**config.mk**
```make
export PLATFORM = sky130hd
export DESIGN_NAME = identifier_rename_in_text
export DESIGN_NICKNAME = d
export VERILOG_FILES = /design/src/irt_pkg.sv /design/src/irt_cell.sv /design/src/identifier_rename_in_text.sv
export VERILOG_INCLUDE_DIRS = /design/src /design/src/src
export SDC_FILE = /design/constraint.sdc
export NUM_CORES = 1
export LEC_CHECK = 0
export ABC_CLOCK_PERIOD_IN_PS = 6500
export BUFFER_PORTS_ARGS = -buffer_cell sky130_fd_sc_hd__buf_2
export CORE_ASPECT_RATIO = 0.7
export CORE_MARGIN = 10
export CORE_UTILIZATION = 40
export DETAILED_ROUTE_END_ITERATION = 12
export HOLD_SLACK_MARGIN = 0.06
export PLACE_DENSITY = 0.58
export SETUP_SLACK_MARGIN = 0.5
export SYNTH_ARGS = -nofsm -noshare
export SYNTH_HDL_FRONTEND = slang
export SYNTH_SLANG_ARGS = --single-unit
```
**constraint.sdc**
```tcl
create_clock -name clk -period 6.5 [get_ports clk]
set_clock_uncertainty 0.15 [all_clocks]
set_input_delay 0.65 -clock clk [delete_from_list [all_inputs] [get_ports clk]]
set_output_delay 0.65 -clock clk [all_outputs]
set_load 0.02 [all_outputs]
```
**src/identifier_rename_in_text_defines.svh**
```systemverilog
// assertion macros shared by the rename block
`ifndef IDENTIFIER_RENAME_IN_TEXT_DEFINES_SVH
`define IDENTIFIER_RENAME_IN_TEXT_DEFINES_SVH

// same-cycle implication, checked out of reset
`define IRT_ASSERT_NOW(lbl, clk_s, rst_s, ante, cons) \
    lbl: assert property (@(posedge clk_s) disable iff (!rst_s) (ante) |-> (cons)) \
        else $error("irt check failed");

// next-cycle implication, checked out of reset
`define IRT_ASSERT_NEXT(lbl, clk_s, rst_s, ante, cons) \
    lbl: assert property (@(posedge clk_s) disable iff (!rst_s) (ante) |=> (cons)) \
        else $error("irt check failed");

`endif

```
**src/irt_pkg.sv**
```systemverilog
// shared types and constants of the identifier rename block
`default_nettype none

package irt_pkg;

    localparam int NAME_MAX = 16;
    localparam int LEN_W    = $clog2(NAME_MAX + 1);

    // configuration register indexes
    localparam logic [2:0] REG_OLD_FIRST = 3'd0;
    localparam logic [2:0] REG_OLD_LAST  = 3'd1;
    localparam logic [2:0] REG_OLD_LEN   = 3'd2;
    localparam logic [2:0] REG_NEW_FIRST = 3'd3;
    localparam logic [2:0] REG_NEW_LAST  = 3'd4;
    localparam logic [2:0] REG_NEW_LEN   = 3'd5;

    // special characters
    localparam logic [7:0] CH_SLASH      = 8'h2F;
    localparam logic [7:0] CH_QUOTE      = 8'h22;
    localparam logic [7:0] CH_UNDERSCORE = 8'h5F;
    localparam logic [7:0] CH_NEWLINE    = 8'h0A;
    localparam logic [7:0] CH_NUL        = 8'h00;

    typedef struct packed {
        logic [7:0] text_byte;
        logic       end_of_text;
    } in_beat_t;

    typedef struct packed {
        logic [7:0] out_byte;
        logic       run_last;
        logic       replaced;
    } out_beat_t;

    // per-cell control: parallel name load, buffer write, shift toward cell 0
    typedef struct packed {
        logic load;
        logic write;
        logic shift;
    } cell_ctrl_t;

endpackage

`default_nettype wire

```
**src/irt_cell.sv**
```systemverilog
// one byte cell of the word chain
`default_nettype none

module irt_cell (
    input  wire logic                clk,
    input  wire irt_pkg::cell_ctrl_t ctrl,
    input  wire logic [7:0]          name_byte,
    input  wire logic [7:0]          text_byte,
    input  wire logic [7:0]          next_byte,
    output logic [7:0]               cell_byte
);

    logic [7:0] byte_reg;
    logic [7:0] byte_next;

    always_comb
    begin
        byte_next = byte_reg;
        if (ctrl.load)
        begin
            byte_next = name_byte;
        end
        else if (ctrl.write)
        begin
            byte_next = text_byte;
        end
        else if (ctrl.shift)
        begin
            byte_next = next_byte;
        end
    end

    // payload only, no reset
    always_ff @(posedge clk)
    begin
        byte_reg <= byte_next;
    end

    assign cell_byte = byte_reg;

endmodule

`default_nettype wire

```
**src/identifier_rename_in_text.sv**
```systemverilog
// top level of the whole-word identifier rename block
`default_nettype none

// Whole-word identifier rename on a byte stream. Bytes enter on the text
// channel one beat at a time and leave on the result channel; every whole
// identifier equal to the old name is replaced by the new name, while text
// after a double slash (to newline or NUL) and inside double quotes (to the
// closing quote, newline or NUL) passes untouched. A word that could still
// match is held in a chain of sixteen byte cells; when it ends it is either
// shifted out unchanged or the chain is loaded with the new name and that is
// shifted out instead. One item is worked at a time: the input is held while
// the item's result beats leave, one beat per cycle while the output stage
// has room, word bytes out of cell 0 of the chain. A byte that is held in
// the chain yields no beat when taken. A registered output stage lets the
// next byte be accepted while the last result beat still waits. Configuration
// writes are always taken and must only be issued while the block is idle;
// lengths above sixteen behave as sixteen.

module identifier_rename_in_text (
    input  wire logic              clk,
    input  wire logic              rst_n,

    input  wire logic              cfg_valid,
    output logic                   cfg_ready,
    input  wire logic [2:0]        cfg_index,
    input  wire logic [63:0]       cfg_data,

    input  wire logic              text_valid,
    output logic                   text_ready,
    input  wire irt_pkg::in_beat_t text_beat,

    output logic                   result_valid,
    input  wire logic              result_ready,
    output irt_pkg::out_beat_t     result_beat
);

`include "identifier_rename_in_text_defines.svh"

    localparam int LW = irt_pkg::LEN_W;
    localparam logic [LW-1:0] LEN_MAX = LW'(irt_pkg::NAME_MAX);

    typedef enum logic [1:0] {
        MODE_NORMAL,
        MODE_SLASH,
        MODE_COMMENT,
        MODE_STRING
    } mode_t;

    typedef enum logic {
        ST_IDLE,
        ST_EMIT
    } state_t;

    // configuration registers
    logic [63:0]   old_first_reg;
    logic [63:0]   old_last_reg;
    logic [LW-1:0] old_len_reg;
    logic [63:0]   new_first_reg;
    logic [63:0]   new_last_reg;
    logic [LW-1:0] new_len_reg;

    // lexer and sequencer state
    state_t             state_reg;
    mode_t              mode_reg;
    logic [LW-1:0]      word_len_reg;
    logic               may_match_reg;
    logic [LW-1:0]      cnt_reg;
    logic               rep_reg;
    logic               has_b_reg;
    logic [7:0]         b_reg;
    logic               out_valid_reg;
    irt_pkg::out_beat_t out_beat_reg;

    // chain of cells
    irt_pkg::cell_ctrl_t        cell_ctrl [irt_pkg::NAME_MAX];
    logic [7:0]                 cell_out  [irt_pkg::NAME_MAX];
    logic [15:0][7:0]           old_chars;
    logic [15:0][7:0]           new_chars;

    logic [LW-1:0] old_len_c;
    logic [LW-1:0] new_len_c;
    logic          text_acc;
    logic          slot_free;
    logic          push;
    logic          is_word;
    logic [7:0]    b;

    // plan of the accepted item
    mode_t         mode_v;
    logic [LW-1:0] len_v;
    logic          mm_v;
    logic [LW-1:0] cnt_v;
    logic          rep_v;
    logic          hasb_v;
    logic          write_v;
    logic          load_v;

    assign cfg_ready = 1'b1;

    always_ff @(posedge clk or negedge rst_n)
    begin
        if (!rst_n)
        begin
            old_first_reg <= '0;
            old_last_reg  <= '0;
            old_len_reg   <= LW'(1);
            new_first_reg <= '0;
            new_last_reg  <= '0;
            new_len_reg   <= '0;
        end
        else if (cfg_valid && cfg_ready)
        begin
            unique case (cfg_index)
                irt_pkg::REG_OLD_FIRST: old_first_reg <= cfg_data;
                irt_pkg::REG_OLD_LAST:  old_last_reg  <= cfg_data;
                irt_pkg::REG_OLD_LEN:   old_len_reg   <= cfg_data[LW-1:0];
                irt_pkg::REG_NEW_FIRST: new_first_reg <= cfg_data;
                irt_pkg::REG_NEW_LAST:  new_last_reg  <= cfg_data;
                irt_pkg::REG_NEW_LEN:   new_len_reg   <= cfg_data[LW-1:0];
                default: ;
            endcase
        end
    end

    // saturate name lengths
    assign old_len_c = (old_len_reg > LEN_MAX) ? LEN_MAX : old_len_reg;
    assign new_len_c = (new_len_reg > LEN_MAX) ? LEN_MAX : new_len_reg;
    assign old_chars = {old_last_reg, old_first_reg};
    assign new_chars = {new_last_reg, new_first_reg};

    assign text_ready = (state_reg == ST_IDLE);
    assign text_acc   = text_valid && text_ready;
    assign slot_free  = !out_valid_reg || result_ready;
    assign push       = (state_reg == ST_EMIT) && slot_free;
    assign b          = text_beat.text_byte;

    assign is_word = ((b >= 8'h61) && (b <= 8'h7A)) || ((b >= 8'h41) && (b <= 8'h5A))
                  || ((b >= 8'h30) && (b <= 8'h39)) || (b == irt_pkg::CH_UNDERSCORE);

    // lex one byte: what the chain emits, whether the byte follows, next state
    always_comb
    begin
        logic normal_v;
        normal_v = 1'b0;
        mode_v   = mode_reg;
        len_v    = word_len_reg;
        mm_v     = may_match_reg;
        cnt_v    = '0;
        rep_v    = 1'b0;
        hasb_v   = 1'b0;
        write_v  = 1'b0;
        load_v   = 1'b0;

        unique case (mode_reg)
            MODE_COMMENT:
            begin
                hasb_v = 1'b1;
                if ((b == irt_pkg::CH_NEWLINE) || (b == irt_pkg::CH_NUL))
                begin
                    mode_v = MODE_NORMAL;
                end
            end
            MODE_STRING:
            begin
                hasb_v = 1'b1;
                if ((b == irt_pkg::CH_NEWLINE) || (b == irt_pkg::CH_NUL)
                    || (b == irt_pkg::CH_QUOTE))
                begin
                    mode_v = MODE_NORMAL;
                end
            end
            MODE_SLASH:
            begin
                if (b == irt_pkg::CH_SLASH)
                begin
                    hasb_v = 1'b1;
                    mode_v = MODE_COMMENT;
                end
                else
                begin
                    mode_v   = MODE_NORMAL;
                    normal_v = 1'b1;
                end
            end
            MODE_NORMAL: normal_v = 1'b1;
            default:     normal_v = 1'b1;
        endcase

        if (normal_v)
        begin
            if (is_word)
            begin
                if (mm_v && (len_v < old_len_c) && (b == old_chars[len_v[3:0]]))
                begin
                    // still a candidate: hold the byte
                    write_v = 1'b1;
                    len_v   = LW'(len_v + LW'(1));
                end
                else if (mm_v)
                begin
                    cnt_v  = len_v;
                    mm_v   = 1'b0;
                    hasb_v = 1'b1;
                end
                else
                begin
                    hasb_v = 1'b1;
                end
            end
            else
            begin
                if (mm_v && (len_v != '0))
                begin
                    if (len_v == old_len_c)
                    begin
                        cnt_v  = new_len_c;
                        rep_v  = 1'b1;
                        load_v = 1'b1;
                    end
                    else
                    begin
                        cnt_v = len_v;
                    end
                end
                len_v  = '0;
                mm_v   = 1'b1;
                hasb_v = 1'b1;
                if (b == irt_pkg::CH_SLASH)
                begin
                    mode_v = MODE_SLASH;
                end
                else if (b == irt_pkg::CH_QUOTE)
                begin
                    mode_v = MODE_STRING;
                end
            end
        end

        // final byte: close any held word
        if (text_beat.end_of_text)
        begin
            if (mm_v && (len_v != '0))
            begin
                if (len_v == old_len_c)
                begin
                    cnt_v  = new_len_c;
                    rep_v  = 1'b1;
                    load_v = 1'b1;
                end
                else
                begin
                    cnt_v = len_v;
                end
            end
            len_v  = '0;
            mm_v   = 1'b1;
            mode_v = MODE_NORMAL;
        end
    end

    // chain of cells, shifting toward cell 0
    for (genvar gi = 0; gi < irt_pkg::NAME_MAX; gi++)
    begin : g_chain
        logic [7:0] nb;
        if (gi == irt_pkg::NAME_MAX - 1)
        begin : g_tail
            assign nb = irt_pkg::CH_NUL;
        end
        else
        begin : g_mid
            assign nb = cell_out[gi + 1];
        end

        assign cell_ctrl[gi].load  = text_acc && load_v;
        assign cell_ctrl[gi].write = text_acc && write_v && (word_len_reg[3:0] == 4'(gi));
        assign cell_ctrl[gi].shift = push && (cnt_reg != '0);

        irt_cell u_cell (
            .clk       (clk),
            .ctrl      (cell_ctrl[gi]),
            .name_byte (new_chars[gi]),
            .text_byte (b),
            .next_byte (nb),
            .cell_byte (cell_out[gi])
        );
    end

    // sequencer: state, lexer state and output register
    always_ff @(posedge clk or negedge rst_n)
    begin
        if (!rst_n)
        begin
            state_reg     <= ST_IDLE;
            mode_reg      <= MODE_NORMAL;
            word_len_reg  <= '0;
            may_match_reg <= 1'b1;
            cnt_reg       <= '0;
            rep_reg       <= 1'b0;
            has_b_reg     <= 1'b0;
            b_reg         <= '0;
            out_valid_reg <= 1'b0;
            out_beat_reg  <= '0;
        end
        else
        begin
            // output stage fills on a push, empties when its beat is taken
            if (push)
            begin
                out_valid_reg <= 1'b1;
            end
            else if (result_ready)
            begin
                out_valid_reg <= 1'b0;
            end

            unique case (state_reg)
                ST_IDLE:
                begin
                    if (text_acc)
                    begin
                        mode_reg      <= mode_v;
                        word_len_reg  <= len_v;
                        may_match_reg <= mm_v;
                        cnt_reg       <= cnt_v;
                        rep_reg       <= rep_v;
                        has_b_reg     <= hasb_v;
                        b_reg         <= b;
                        if ((cnt_v != '0) || hasb_v)
                        begin
                            state_reg <= ST_EMIT;
                        end
                    end
                end
                ST_EMIT:
                begin
                    if (push)
                    begin
                        if (cnt_reg != '0)
                        begin
                            out_beat_reg.out_byte <= cell_out[0];
                            out_beat_reg.replaced <= rep_reg;
                            out_beat_reg.run_last <= (cnt_reg == LW'(1)) && !has_b_reg;
                            cnt_reg               <= LW'(cnt_reg - LW'(1));
                            if ((cnt_reg == LW'(1)) && !has_b_reg)
                            begin
                                state_reg <= ST_IDLE;
                            end
                        end
                        else
                        begin
                            out_beat_reg.out_byte <= b_reg;
                            out_beat_reg.replaced <= 1'b0;
                            out_beat_reg.run_last <= 1'b1;
                            has_b_reg             <= 1'b0;
                            state_reg             <= ST_IDLE;
                        end
                    end
                end
                default: state_reg <= ST_IDLE;
            endcase
        end
    end

    assign result_valid = out_valid_reg;
    assign result_beat  = out_beat_reg;

    // taking input means nothing of the previous item is left to emit
    `IRT_ASSERT_NOW(a_idle_drained, clk, rst_n, text_ready, (cnt_reg == '0) && !has_b_reg)
    // the emitter never sits with nothing to send
    `IRT_ASSERT_NOW(a_emit_has_work, clk, rst_n, state_reg == ST_EMIT,
        (cnt_reg != '0) || has_b_reg)
    // a held word never outgrows the cell chain
    `IRT_ASSERT_NOW(a_word_fits, clk, rst_n, 1'b1, word_len_reg <= LEN_MAX)
    // a final byte leaves no word held and the lexer in plain text
    `IRT_ASSERT_NEXT(a_eot_clears, clk, rst_n, text_acc && text_beat.end_of_text,
        (word_len_reg == '0) && may_match_reg && (mode_reg == MODE_NORMAL))

endmodule

`default_nettype wire

```
==> impl_metrics.env <==
export IMPL_worst_path_dominant_cell_family="compound AO/OA/AOI/OAI gates"
export IMPL_drc=0
export IMPL_path_cells="buf_4 -> mux2i_1 -> a22oi_1 -> a21o_1 -> a221o_1 -> a21oi_1 -> and3_1 -> nand4_1 -> mux2i_1 -> xnor2_1 -> or3_4 -> nor2_2 -> o21ai_4 -> buf_12 -> nand3_1"
export IMPL_finalCritPeriodShare_pct=85.5
export IMPL_cp_start_kind="flip-flop"
export IMPL_slowest_stage="dfrtp_4"
export IMPL_worst_path_buf_inv=2
export IMPL_relSlewSlack_pct=24.7
export IMPL_nNetsFinal=1671
export IMPL_hpwlAfterDp_mm=42.3
export IMPL_endpoint_kind="flip-flop"
export IMPL_max_clock_freq_ghz=0.180
export IMPL_synth_flop_cell="dfrtp_1"
export IMPL_num_rows=69
export IMPL_finalSetupTns_ns=0
export IMPL_min_to="new_last_reg[31]$_DFFE_PN0P_"
export IMPL_syn_nets=1602
export IMPL_synth_edf_count=128
export IMPL_power_per_cell_area_nw_per_um2=406
export IMPL_postLayoutCellArea_um2=23400
export IMPL_cts_tree="done"
export IMPL_grt_max_degree=156
export IMPL_hold_path_class="primary input to flip-flop"
export IMPL_wl_per_cell_um=26.5
export IMPL_grt_use_total_pct=19.5
export IMPL_clk_latency_ns=0.60
export IMPL_area_delta_synth_final_pct=13.0
export IMPL_rsz0062_at_grt="false"
export IMPL_final_cell_mix="462 x mux2_2, 297 x dfrtp_1, 128 x edfxtp_1"
export IMPL_die_y_um=210
export IMPL_vias_per_cell=5.59
export IMPL_clockBufferDepth=3
export IMPL_p_total_mw=9.50
export IMPL_finalNonFillerCells=2293
export IMPL_grt_pass1_vias=13086
export IMPL_drt_total_wl_mm=60.7
export IMPL_final_util_pct=45.9
export IMPL_r2r_setup_slack_ns=0.94
export IMPL_avgSynthCellArea_um2=13.7
export IMPL_dp_slack_ns=0.859
export IMPL_vias=12824
export IMPL_start_util_pct=40.7
export IMPL_layout_commonest_cell="mux2_2"
export IMPL_path_max_fanout=61
export IMPL_leakage_nw=9.69
export IMPL_dieArea_um2=61400
export IMPL_drtIter0Drc=987
export IMPL_yosysSeqAreaShare_pct=54.9
export IMPL_synth_cell_types=71
export IMPL_worstReg2RegEnd="g_chain[5].u_cell.cell_byte[2]$_DFFE_PP_"
export IMPL_die_x_um=292
export IMPL_grt_pass1_wl_mm=89.8
export IMPL_ios=94
export IMPL_grt_overflow=0
export IMPL_drv_cap=0
export IMPL_whs_path_depth=3
export IMPL_fin_ws_ns=0.942
export IMPL_nFillCells=4663
export IMPL_worstSetupPathType="flip-flop to flip-flop"
export IMPL_dp_cells=2204
export IMPL_worst_slew_pin_slew_ns=1.11
export IMPL_ys_async_sr_fraction_pct=70.2
export IMPL_hold_viol=0
export IMPL_dpl_cell_area_um2=21900
export IMPL_r2r_start="word_len_reg[1]$_DFFE_PN0P_"
export IMPL_slowest_delay_ns=0.70
export IMPL_status="complete, no violations"
export IMPL_clock_sinks=429
export IMPL_crit_required_ns=6.57
export IMPL_antenna_found_initial=11
export IMPL_ctsRootBufferMaster="clkbuf_16"
export IMPL_gp_congestion=0.877
export IMPL_cts_buffers=45
export IMPL_fin_crit_ns=5.56
export IMPL_htreeDepth=2
export IMPL_synth_seq_cells=429
export IMPL_antenna_left=0
export IMPL_fp_coreArea_um2=50900
export IMPL_r2r_cells=15
export IMPL_whs_ns=0.197
export IMPL_drive_gt1_share_pct=43.2
export IMPL_netlist_area_um2=20700
export IMPL_portBuffers=92
export IMPL_drtPass1Iterations=5
export IMPL_ys_warn_count=0
export IMPL_peakVddDrop_mv=0.204
export IMPL_cp_common_cell="mux2i_1"
export IMPL_maxSlewViolCount=0
export IMPL_min_from="cfg_data[31]"
export IMPL_post_cts_setup_buffers=0
export IMPL_syn_instance_count=1509
export IMPL_clk_pin_slew_ns=0.06
export IMPL_critPathArrivalTime_ns=5.62
export IMPL_largest_reg_flops=128
export IMPL_finalSetupViolCount=0
==> worst reg2reg max path: cells and delay by family, from the launching register on <==
family	cells	cell delay (ns)
AND/OR/NAND/NOR	5	1.19
XOR/XNOR	1	0.45
multiplexers	2	0.70
flip-flops	1	0.70
AO/OA/AOI/OAI	5	1.17
buffers and inverters	2	0.82
==> layer usage <==
layer / wire length [um] / part of all wire (%) / GRT usage, %
met1: 29400 / 48 / 28.7
met2: 25900 / 43 / 28.3
met3: 4510 / 7.4 / 5.28
met4: 956 / 1.6 / 4.22
met5: 0 / 0 / 0
==> repair_timing <==
action / in CTS / in global routing
setup endpoints to repair: 0 / 30
hold buffers: 1 / 0
resized for setup: 0 / 1
hold endpoints to repair: 92 / 0
==> area by class of cell <==
class / count / area, um^2 / area share [%]
multi-input combinational: 954 / 8820 / 37.7
timing repair buffer: 116 / 703 / 3.01
sequential: 429 / 11400 / 48.6
antenna: 5 / 12.5 / 0.0535
clock inverter: 22 / 239 / 1.02
inverter: 32 / 120 / 0.513
clock buffer: 61 / 1280 / 5.46
tap: 674 / 843 / 3.60
==> cells by family after synthesis <==
kind of cell	Yosys count	share of synthesized area (%)
mux	562	31.3
flops	429	54.9
simple gates	239	5.64
compound gates	134	4.44
buf+inv	126	2.68
fa+ha+maj	12	0.725
xor+xnor	6	0.254
other cells	1	0.0181
==> report_power, final <==
part | internal, mW | leakage (nW) | total, mW | switching [mW]
Sequential | 3.78 | 4.87 | 4.23 | 0.453
Combinational | 1.22 | 4.08 | 2.61 | 1.40
Clock | 1.52 | 0.749 | 2.65 | 1.13
Total | 6.51 | 9.69 | 9.50 | 2.98
==> Yosys cell counts (7+ instances only) <==
library cell  number  share of area (%)
nor2b_1           10               0.30
and3_1             9               0.27
nor2_1            23               0.42
nand3_1           28               0.68
ha_1              12               0.72
a22o_1            13               0.55
dfrtp_1          299                 36
a21oi_1           16               0.39
mux4_2            16                1.7
mux2i_1           68                3.3
a22oi_1           10               0.36
buf_2             20               0.48
clkbuf_1          64                1.2
mux2_4            16                1.2
inv_1             30               0.54
and2_1             7               0.21
nor3_1            13               0.31
o21ai_0           41               0.99
edfxtp_1         128                 19
a21o_1             7               0.25
nand2_1          111                2.0
mux2_2           462                 25
==> worst max-delay path by stage <==
stage,start,to,slack [ns],depth (start not counted)
final,word_len_reg[1]$_DFFE_PN0P_,g_chain[5].u_cell.cell_byte[2]$_DFFE_PP_,0.94,15
after global routing,word_len_reg[0]$_DFFE_PN0P_,g_chain[11].u_cell.cell_byte[7]$_DFFE_PP_,0.61,15
after CTS,word_len_reg[0]$_DFFE_PN0P_,g_chain[5].u_cell.cell_byte[2]$_DFFE_PP_,0.83,15
after detailed placement,word_len_reg[0]$_DFFE_PN0P_,g_chain[5].u_cell.cell_byte[4]$_DFFE_PP_,0.86,15
after global placement,word_len_reg[0]$_DFFE_PN0P_,g_chain[13].u_cell.cell_byte[0]$_DFFE_PP_,0.87,15
after floorplan,word_len_reg[0]$_DFFE_PN0P_,g_chain[4].u_cell.cell_byte[0]$_DFFE_PP_,1.70,20
Power figures use the tool's default switching activity.
